File: config.mk
export PLATFORM = sky130hd
export DESIGN_NAME = full_linear_convolution_unit
export DESIGN_NICKNAME = d
export VERILOG_FILES = /design/src/rtl/flcu_pkg.sv /design/src/rtl/flc_ctrl.sv /design/src/rtl/flc_datapath.sv /design/src/rtl/full_linear_convolution_unit.sv
export SDC_FILE = /design/constraint.sdc
export NUM_CORES = 2
export LEC_CHECK = 0
export ABC_AREA = 1
export BUFFER_PORTS_ARGS = -buffer_cell sky130_fd_sc_hd__buf_2
export CAP_MARGIN = 10
export CORE_ASPECT_RATIO = 0.75
export CORE_UTILIZATION = 60
export CTS_BUF_LIST = sky130_fd_sc_hd__clkbuf_4 sky130_fd_sc_hd__clkbuf_8
export CTS_CLUSTER_DIAMETER = 150
export DETAILED_ROUTE_END_ITERATION = 8
export PLACE_DENSITY = 0.82
export REMOVE_ABC_BUFFERS = 1
export SYNTH_ARGS = -nofsm -noshare
export SYNTH_HDL_FRONTEND = slang
export SYNTH_SLANG_ARGS = --single-unit
File: constraint.sdc
create_clock -name i_clk -period 8.3 [get_ports i_clk]
set_input_delay 0 -clock i_clk [delete_from_list [all_inputs] [get_ports i_clk]]
set_output_delay 0 -clock i_clk [all_outputs]
set_load 0.03 [all_outputs]
File: src/rtl/flcu_pkg.sv
// Package with sizes, request codes and control types of the convolution unit.
package flcu_pkg;

    localparam int MAX_TAPS  = 16;
    localparam int TAP_IDX_W = $clog2(MAX_TAPS);
    localparam int CNT_W     = $clog2(MAX_TAPS + 1);
    localparam int SAMPLE_W  = 16;
    localparam int PROD_W    = 2 * SAMPLE_W;
    localparam int ACC_W     = 40;

    localparam logic ACT_TAP    = 1'b0;
    localparam logic ACT_SAMPLE = 1'b1;

    typedef logic signed [SAMPLE_W-1:0] t_sample;

    typedef struct packed {
        logic                 tap_wr;
        logic [TAP_IDX_W-1:0] tap_addr;
        logic                 shift_en;
        logic                 shift_zero;
        logic                 clear_dly;
        logic                 mac_issue;
        logic [TAP_IDX_W-1:0] mac_idx;
        logic                 mac_first;
        logic                 mac_last;
        logic                 out_load;
        logic                 out_zero;
        logic                 out_last;
    } t_dp_cmd;

    typedef struct packed {
        logic acc_done;
        logic out_free;
    } t_dp_stat;

endpackage

File: src/rtl/flc_ctrl.sv
// Controller state machine: kernel bookkeeping, tap sequencing and tail flush.
module flc_ctrl import flcu_pkg::*; (
    input  logic     i_clk,
    input  logic     i_rst_n,
    input  logic     i_req_valid,
    input  logic     i_req_action,
    input  logic     i_req_last,
    output logic     o_req_ready,
    output t_dp_cmd  o_cmd,
    input  t_dp_stat i_stat
);

    localparam logic [1:0] ST_IDLE  = 2'd0;
    localparam logic [1:0] ST_SUM   = 2'd1;
    localparam logic [1:0] ST_DRAIN = 2'd2;
    localparam logic [1:0] ST_PUSH  = 2'd3;

    logic [1:0]           r_state, n_state;
    logic [CNT_W-1:0]     r_tap_total, n_tap_total;
    logic                 r_closed, n_closed;
    logic                 r_last, n_last;
    logic                 r_zero, n_zero;
    logic [CNT_W-1:0]     r_tail, n_tail;
    logic [TAP_IDX_W-1:0] r_idx, n_idx;
    logic [CNT_W-1:0]     w_total_m1;
    logic [TAP_IDX_W-1:0] w_top;
    logic                 w_end;

    assign o_req_ready = (r_state == ST_IDLE);
    assign w_total_m1  = r_tap_total - 1'b1;
    assign w_top       = w_total_m1[TAP_IDX_W-1:0];
    assign w_end       = (r_idx == w_top);

    always_comb begin
        n_state     = r_state;
        n_tap_total = r_tap_total;
        n_closed    = r_closed;
        n_last      = r_last;
        n_zero      = r_zero;
        n_tail      = r_tail;
        n_idx       = r_idx;
        o_cmd       = '0;
        unique case (r_state)
            ST_IDLE: begin
                if (i_req_valid) begin
                    if (i_req_action == ACT_TAP) begin
                        if (r_closed) begin
                            // A tap after a finished kernel starts a new one.
                            o_cmd.tap_wr   = 1'b1;
                            o_cmd.tap_addr = '0;
                            n_tap_total    = CNT_W'(1);
                            n_closed       = 1'b0;
                        end else if (r_tap_total < CNT_W'(MAX_TAPS)) begin
                            o_cmd.tap_wr   = 1'b1;
                            o_cmd.tap_addr = r_tap_total[TAP_IDX_W-1:0];
                            n_tap_total    = r_tap_total + 1'b1;
                        end
                        if (i_req_last) begin
                            n_closed        = 1'b1;
                            o_cmd.clear_dly = 1'b1;
                        end
                    end else begin
                        o_cmd.shift_en = 1'b1;
                        n_last         = i_req_last;
                        n_idx          = '0;
                        if (!r_closed || (r_tap_total == '0)) begin
                            n_zero  = 1'b1;
                            n_tail  = '0;
                            n_state = ST_PUSH;
                        end else begin
                            n_zero  = 1'b0;
                            n_tail  = i_req_last ? w_total_m1 : '0;
                            n_state = ST_SUM;
                        end
                    end
                end
            end
            ST_SUM: begin
                o_cmd.mac_issue = 1'b1;
                o_cmd.mac_idx   = r_idx;
                o_cmd.mac_first = (r_idx == '0);
                o_cmd.mac_last  = w_end;
                if (w_end) begin
                    n_state = ST_DRAIN;
                end else begin
                    n_idx = r_idx + 1'b1;
                end
            end
            ST_DRAIN: begin
                if (i_stat.acc_done) begin
                    n_state = ST_PUSH;
                end
            end
            ST_PUSH: begin
                if (i_stat.out_free) begin
                    o_cmd.out_load = 1'b1;
                    o_cmd.out_zero = r_zero;
                    o_cmd.out_last = r_last && (r_tail == '0);
                    if (r_tail != '0) begin
                        o_cmd.shift_en   = 1'b1;
                        o_cmd.shift_zero = 1'b1;
                        n_tail           = r_tail - 1'b1;
                        n_idx            = '0;
                        n_state          = ST_SUM;
                    end else begin
                        o_cmd.clear_dly = r_last;
                        n_state         = ST_IDLE;
                    end
                end
            end
            default: begin
                n_state = ST_IDLE;
            end
        endcase
    end

    always_ff @(posedge i_clk) begin
        if (!i_rst_n) begin
            r_state     <= ST_IDLE;
            r_tap_total <= '0;
            r_closed    <= 1'b1;
            r_last      <= 1'b0;
            r_zero      <= 1'b0;
            r_tail      <= '0;
            r_idx       <= '0;
        end else begin
            r_state     <= n_state;
            r_tap_total <= n_tap_total;
            r_closed    <= n_closed;
            r_last      <= n_last;
            r_zero      <= n_zero;
            r_tail      <= n_tail;
            r_idx       <= n_idx;
        end
    end

endmodule

File: src/rtl/flc_datapath.sv
// Datapath: tap memory, delay line, multiply-accumulate pipeline and output register.
module flc_datapath import flcu_pkg::*; (
    input  logic             i_clk,
    input  logic             i_rst_n,
    input  t_sample          i_item_value,
    input  t_dp_cmd          i_cmd,
    output t_dp_stat         o_stat,
    output logic             o_out_valid,
    input  logic             i_out_ready,
    output logic [ACC_W-1:0] o_out_value,
    output logic             o_out_last
);

    t_sample                  r_tap_mem [MAX_TAPS];
    t_sample                  r_dly [MAX_TAPS];
    t_sample                  r_tap_q, r_dly_q;
    logic                     r_v1, r_f1, r_l1;
    logic signed [PROD_W-1:0] r_prod;
    logic                     r_v2, r_f2, r_l2;
    logic signed [ACC_W-1:0]  r_acc;
    logic                     r_done;
    logic                     r_out_valid;
    logic [ACC_W-1:0]         r_out_value;
    logic                     r_out_last;
    t_sample                  w_shift_val;
    logic signed [ACC_W-1:0]  w_prod_ext;

    assign w_shift_val = i_cmd.shift_zero ? '0 : i_item_value;
    assign w_prod_ext  = {{(ACC_W - PROD_W){r_prod[PROD_W-1]}}, r_prod};

    // Tap memory, read one tap per cycle during a sum.
    always_ff @(posedge i_clk) begin
        if (i_cmd.tap_wr) begin
            r_tap_mem[i_cmd.tap_addr] <= i_item_value;
        end
        if (i_cmd.mac_issue) begin
            r_tap_q <= r_tap_mem[i_cmd.mac_idx];
            r_dly_q <= r_dly[i_cmd.mac_idx];
        end
    end

    // Delay line, newest sample at index zero.
    always_ff @(posedge i_clk) begin
        if (!i_rst_n || i_cmd.clear_dly) begin
            for (int i = 0; i < MAX_TAPS; i++) begin
                r_dly[i] <= '0;
            end
        end else if (i_cmd.shift_en) begin
            for (int i = MAX_TAPS - 1; i > 0; i--) begin
                r_dly[i] <= r_dly[i-1];
            end
            r_dly[0] <= w_shift_val;
        end
    end

    always_ff @(posedge i_clk) begin
        r_prod <= r_tap_q * r_dly_q;
        if (r_v2) begin
            r_acc <= (r_f2 ? '0 : r_acc) + w_prod_ext;
        end
        if (i_cmd.out_load) begin
            r_out_value <= i_cmd.out_zero ? '0 : r_acc;
            r_out_last  <= i_cmd.out_last;
        end
    end

    always_ff @(posedge i_clk) begin
        if (!i_rst_n) begin
            r_v1        <= 1'b0;
            r_f1        <= 1'b0;
            r_l1        <= 1'b0;
            r_v2        <= 1'b0;
            r_f2        <= 1'b0;
            r_l2        <= 1'b0;
            r_done      <= 1'b0;
            r_out_valid <= 1'b0;
        end else begin
            r_v1 <= i_cmd.mac_issue;
            r_f1 <= i_cmd.mac_first;
            r_l1 <= i_cmd.mac_last;
            r_v2 <= r_v1;
            r_f2 <= r_f1;
            r_l2 <= r_l1;
            if (r_v2 && r_l2) begin
                r_done <= 1'b1;
            end else if (i_cmd.mac_issue && i_cmd.mac_first) begin
                r_done <= 1'b0;
            end
            if (i_cmd.out_load) begin
                r_out_valid <= 1'b1;
            end else if (i_out_ready) begin
                r_out_valid <= 1'b0;
            end
        end
    end

    assign o_stat.acc_done = r_done;
    assign o_stat.out_free = !r_out_valid || i_out_ready;
    assign o_out_valid     = r_out_valid;
    assign o_out_value     = r_out_value;
    assign o_out_last      = r_out_last;

endmodule

File: src/rtl/full_linear_convolution_unit.sv
// Top level of the full linear convolution unit, a streaming FIR filter.
//
// Channel    Direction  Payload                                   Marker
// s_axis     in         tdata[15:0] item_value (Q1.15)            tuser action, tlast last_item
// m_axis     out        tdata[39:0] result_value (Q10.30)         tlast last_result
//
// A tap request leaves the block idle, so it is ready again in the next cycle.
// A sample request with a closed kernel of K taps issues its taps in the sum state, waits
// in the drain state for the last accumulate and then loads the output, as does each tail
// output: the single shared multiply-accumulate pipeline (memory read, multiply,
// accumulate) handles one tap per cycle. A sample without a closed kernel returns zero.
// Reset is synchronous and active low; it clears the delay line and the kernel state.
// A stalled output holds its result while the block is already free to take requests.
module full_linear_convolution_unit import flcu_pkg::*; (
    input  logic             i_clk,
    input  logic             i_rst_n,
    input  logic             i_s_axis_tvalid,
    output logic             o_s_axis_tready,
    input  logic [15:0]      i_s_axis_tdata,   // [15:0] item_value
    input  logic             i_s_axis_tuser,   // [0] action: tap or sample
    input  logic             i_s_axis_tlast,
    output logic             o_m_axis_tvalid,
    input  logic             i_m_axis_tready,
    output logic [ACC_W-1:0] o_m_axis_tdata,   // [39:0] result_value
    output logic             o_m_axis_tlast
);

    t_dp_cmd  w_cmd;
    t_dp_stat w_stat;

    // The controller decides what each request does; the datapath only executes.
    flc_ctrl u_ctrl (
        .i_clk        (i_clk),
        .i_rst_n      (i_rst_n),
        .i_req_valid  (i_s_axis_tvalid),
        .i_req_action (i_s_axis_tuser),
        .i_req_last   (i_s_axis_tlast),
        .o_req_ready  (o_s_axis_tready),
        .o_cmd        (w_cmd),
        .i_stat       (w_stat)
    );

    // The datapath owns the taps, the delay line and the output register.
    flc_datapath u_dp (
        .i_clk        (i_clk),
        .i_rst_n      (i_rst_n),
        .i_item_value (t_sample'(i_s_axis_tdata)),
        .i_cmd        (w_cmd),
        .o_stat       (w_stat),
        .o_out_valid  (o_m_axis_tvalid),
        .i_out_ready  (i_m_axis_tready),
        .o_out_value  (o_m_axis_tdata),
        .o_out_last   (o_m_axis_tlast)
    );

endmodule

==> summary.txt <==
Critical path
  – Crit end category: register
  – Critical Path AT: 6860 ps
  – Max incr delay on CP: 920 ps
  – Startpoint types: register
  – Critical-path top delay cell: fa_1
  – Worst EP required: 8910 ps
  – Worst-path cell chain: nand2_1, inv_1, fa_1, fa_1, fa_1, fa_1, fa_1, inv_1, fa_1, inv_1, ha_1, nand2_1, nor2_1, inv_1, nor2_1, nand3_1, or2_2, nand4_1, nand2_1
  – CP Launch Point: u_dp.r_tap_q[15]
  – CP top delay family: adder cells
  – Crit Path Class: reg -> reg
  – Launching point of the worst reg2reg path: u_dp.r_tap_q[15]
  – CP bufs+invs: 4
  – Cell mode on critical path: fa_1
  – Worst Path Max Fanout: 16

Detailed routing
  – Final WL: 101 mm
  – Via/cell ratio: 5.48
  – DRC viols: 0
  – DRT iter0 DRCs: 3116
  – Detail Route Antenna Nets: 0
  – Via Count: 31.2k
  – DRT Pass-1 Iters: 6
  – Routed WL per cell: 17.8 um

Final layout
  – Most common cell after layout, fill and taps aside: inv_1
  – Fin nets: 5096
  – Most frequent cells in the layout: inv_1 (1002), nand2_1 (923), edfxtp_1 (625)
  – Layout cell share with drive strength beyond 1: 10.9%
  – Area grow syn2layout: 7.42%
  – Final core occ: 65.4%

Yosys
  – Syn Std Cell Area: 42800 um^2
  – Most used flip-flop cell after synthesis: edfxtp_1
  – Avg Cell Area, Syn: 9.21 um^2
  – Cells after synthesis: 4649
  – Register bit total from synthesis: 684
  – Fraction of registers with async set/reset: 0%
  – Sequential area share after synthesis: 46.6%
  – Synth Warn #: 0
  – Number of synthesized flops with an enable pin: 625
  – Synth cell types: 47

Clocking
  – H-tree depth: 3
  – CTS Buffer Depth: 3
  – CTS Buf Count: 104
  – Clock Sinks: 684
  – Clock slew at reported path FFs: 60 ps
  – CTS tree: yes
  – Root buf cell: clkbuf_8
  – CTS Hold Bufs: 25
  – PostCTS Resize Cnt: 0
  – Worst skew pair latency: 760 ps
  – Postcts setup bufs: 0

STA
  – Max-slew headroom: 22.0%
  – Fmax: 160 MHz
  – TNS Setup: 0 ps
  – Clock skew: 58.7 ps
  – Fin crit period: 6240 ps
  – RSZ-0062 raised after global routing: false
  – Max Slew Vio Count: 0
  – Period utilisation layout: 75.2%
  – Worst Tran Pin Value: 1170 ps
  – Hold Vio Cnt, Final: 0
  – Final setup fails: 0

Floorplanning
  – Core area: 70300 um^2
  – Vert. Die Dim: 233 um
  – Initial Utilization: 60.9%
  – Die extent in x: 310 um
  – Row cnt: 84
  – I/O Pins: 65
  – Die ar.: 72400 um^2

GRT
  – GR met1 Demand/Resource: 42.1%
  – First-pass GRT wire length: 161 mm
  – Largest net degree at the start of global routing: 190
  – Met3 Resource Use GR: 5.92%
  – Vias in the first global route: 30.3k
  – Gr busiest metal: met2
  – Met2 usage: 43.2%
  – Total GRT Usage: 28.7%
  – Aggregate global routing overflow: 0
  – Antenna violations before repair: 2

Run status
  – Status: finished clean

Hold path
  – Worst hold path class: in -> reg
  – Hold Crit Start: i_rst_n

Placement
  – Hpwl dp: 68.2 mm
  – Number of port buffers: 64
  – Placer Congestion: 0.968

Flow run
  – Number of max-cap violations: 0
-- path summary, 6_finish.rpt --
| check | slack, ps | endpoint | cells past startpoint |
|---|---|---|---|
| max | 2060 | u_dp.r_prod[25] | 19 |
| min | 170 | u_dp.r_v2 | 4 |
| max reg2reg | 2060 | u_dp.r_prod[25] | 19 |
| min reg2reg | 410 | u_dp.r_f2 | 2 |
-- state kept, by name, indices dropped and copies added, names as in the netlist, 2 cells and up --
name                flops
u_ctrl.r_idx            4
u_ctrl.r_state          2
u_ctrl.r_tail           5
u_ctrl.r_tap_total      5
u_dp.o_out_value       40
u_dp.r_acc             40
u_dp.r_dly            256
u_dp.r_dly_q           16
u_dp.r_prod            32
u_dp.r_tap_mem        256
u_dp.r_tap_q           16
-- routing by layer --
metal | vias up | part of all wire (%)
met5 | - | 0.013
met4 | 2 | 2.4
met3 | 187 | 9.6
met2 | 1469 | 44
met1 | 14900 | 44
li1 | 14700 | -
-- logic make-up after synthesis --
group,count (synthesis),share of synthesized area [%]
AND/OR/NAND/NOR,1833,18.4
buffers and inverters,1208,11.2
XOR/XNOR,46,0.941
flip-flops,684,46.6
adder cells (fa/ha/maj),394,16.1
AO/OA/AOI/OAI,484,6.73
-- final cells by class --
cell class / count / area (um^2)
well taps: 946 / 1180
repair buffers: 124 / 858
multi-input cells: 2757 / 18100
clock buffers: 141 / 1750
fillers: 5503 / 24300
diodes: 1 / 2.50
flip-flops and latches: 684 / 20000
inverters: 1009 / 3800
clock inverters: 43 / 354
-- stage by stage --
| step | setup slack [ps] | hold slack [ps] | area [um^2] | cells |
|---|---|---|---|---|
| final | 2060 | 170 | 46000 | 5705 |
| after global routing | 1730 | 175 | 46000 | 5705 |
| after CTS | 2100 | 114 | 46000 | 5704 |
| after detailed placement | 2160 | 321 | 43600 | 5495 |
| after global placement | 2260 | 310 | 43600 | 5495 |
| after floorplan | 267 | 93.5 | 41800 | 4450 |
-- worst reg2reg max path, stage by stage, from the launching register on --
cell      delay [ps]
edfxtp_1         750
nand2_1          200
inv_1            170
fa_1             570
fa_1             930
fa_1             530
fa_1             500
fa_1             490
inv_1             50
fa_1             470
inv_1             40
ha_1             390
nand2_1          100
nor2_1           190
inv_1             70
nor2_1           130
nand3_1           90
or2_2            300
nand4_1           90
nand2_1           50
-- synthesized netlist by cell type (2+ instances only) --
| cell type | n | area share (%) |
|---|---|---|
| a21oi_1 | 130 | 1.5 |
| a31oi_1 | 2 | 0.029 |
| buf_1 | 11 | 0.096 |
| buf_2 | 39 | 0.46 |
| buf_4 | 4 | 0.070 |
| buf_6 | 10 | 0.26 |
| buf_8 | 11 | 0.39 |
| clkbuf_1 | 123 | 1.1 |
| dfxtp_1 | 59 | 2.8 |
| edfxtp_1 | 625 | 44 |
| fa_1 | 263 | 12 |
| ha_1 | 131 | 3.8 |
| inv_1 | 1003 | 8.8 |
| inv_2 | 4 | 0.035 |
| nand2_1 | 925 | 8.1 |
| nand2_2 | 2 | 0.029 |
| nand3_1 | 207 | 2.4 |
| nand4_1 | 28 | 0.41 |
| nor2_1 | 415 | 3.6 |
| nor2_2 | 201 | 2.9 |
| nor2_4 | 2 | 0.053 |
| nor3_1 | 8 | 0.094 |
| o211ai_1 | 71 | 1.2 |
| o21ai_0 | 196 | 2.3 |
| o21ai_1 | 8 | 0.094 |
| o21bai_1 | 9 | 0.16 |
| o221ai_1 | 31 | 0.63 |
| o311ai_0 | 19 | 0.39 |
| o311ai_1 | 12 | 0.25 |
| or2_2 | 39 | 0.57 |
| xnor2_1 | 10 | 0.20 |
| xor2_1 | 36 | 0.74 |
Power is left out: the tool's default activity adds up to more than one toggle a clock period on the data nets, which glitch-free logic cannot reach.
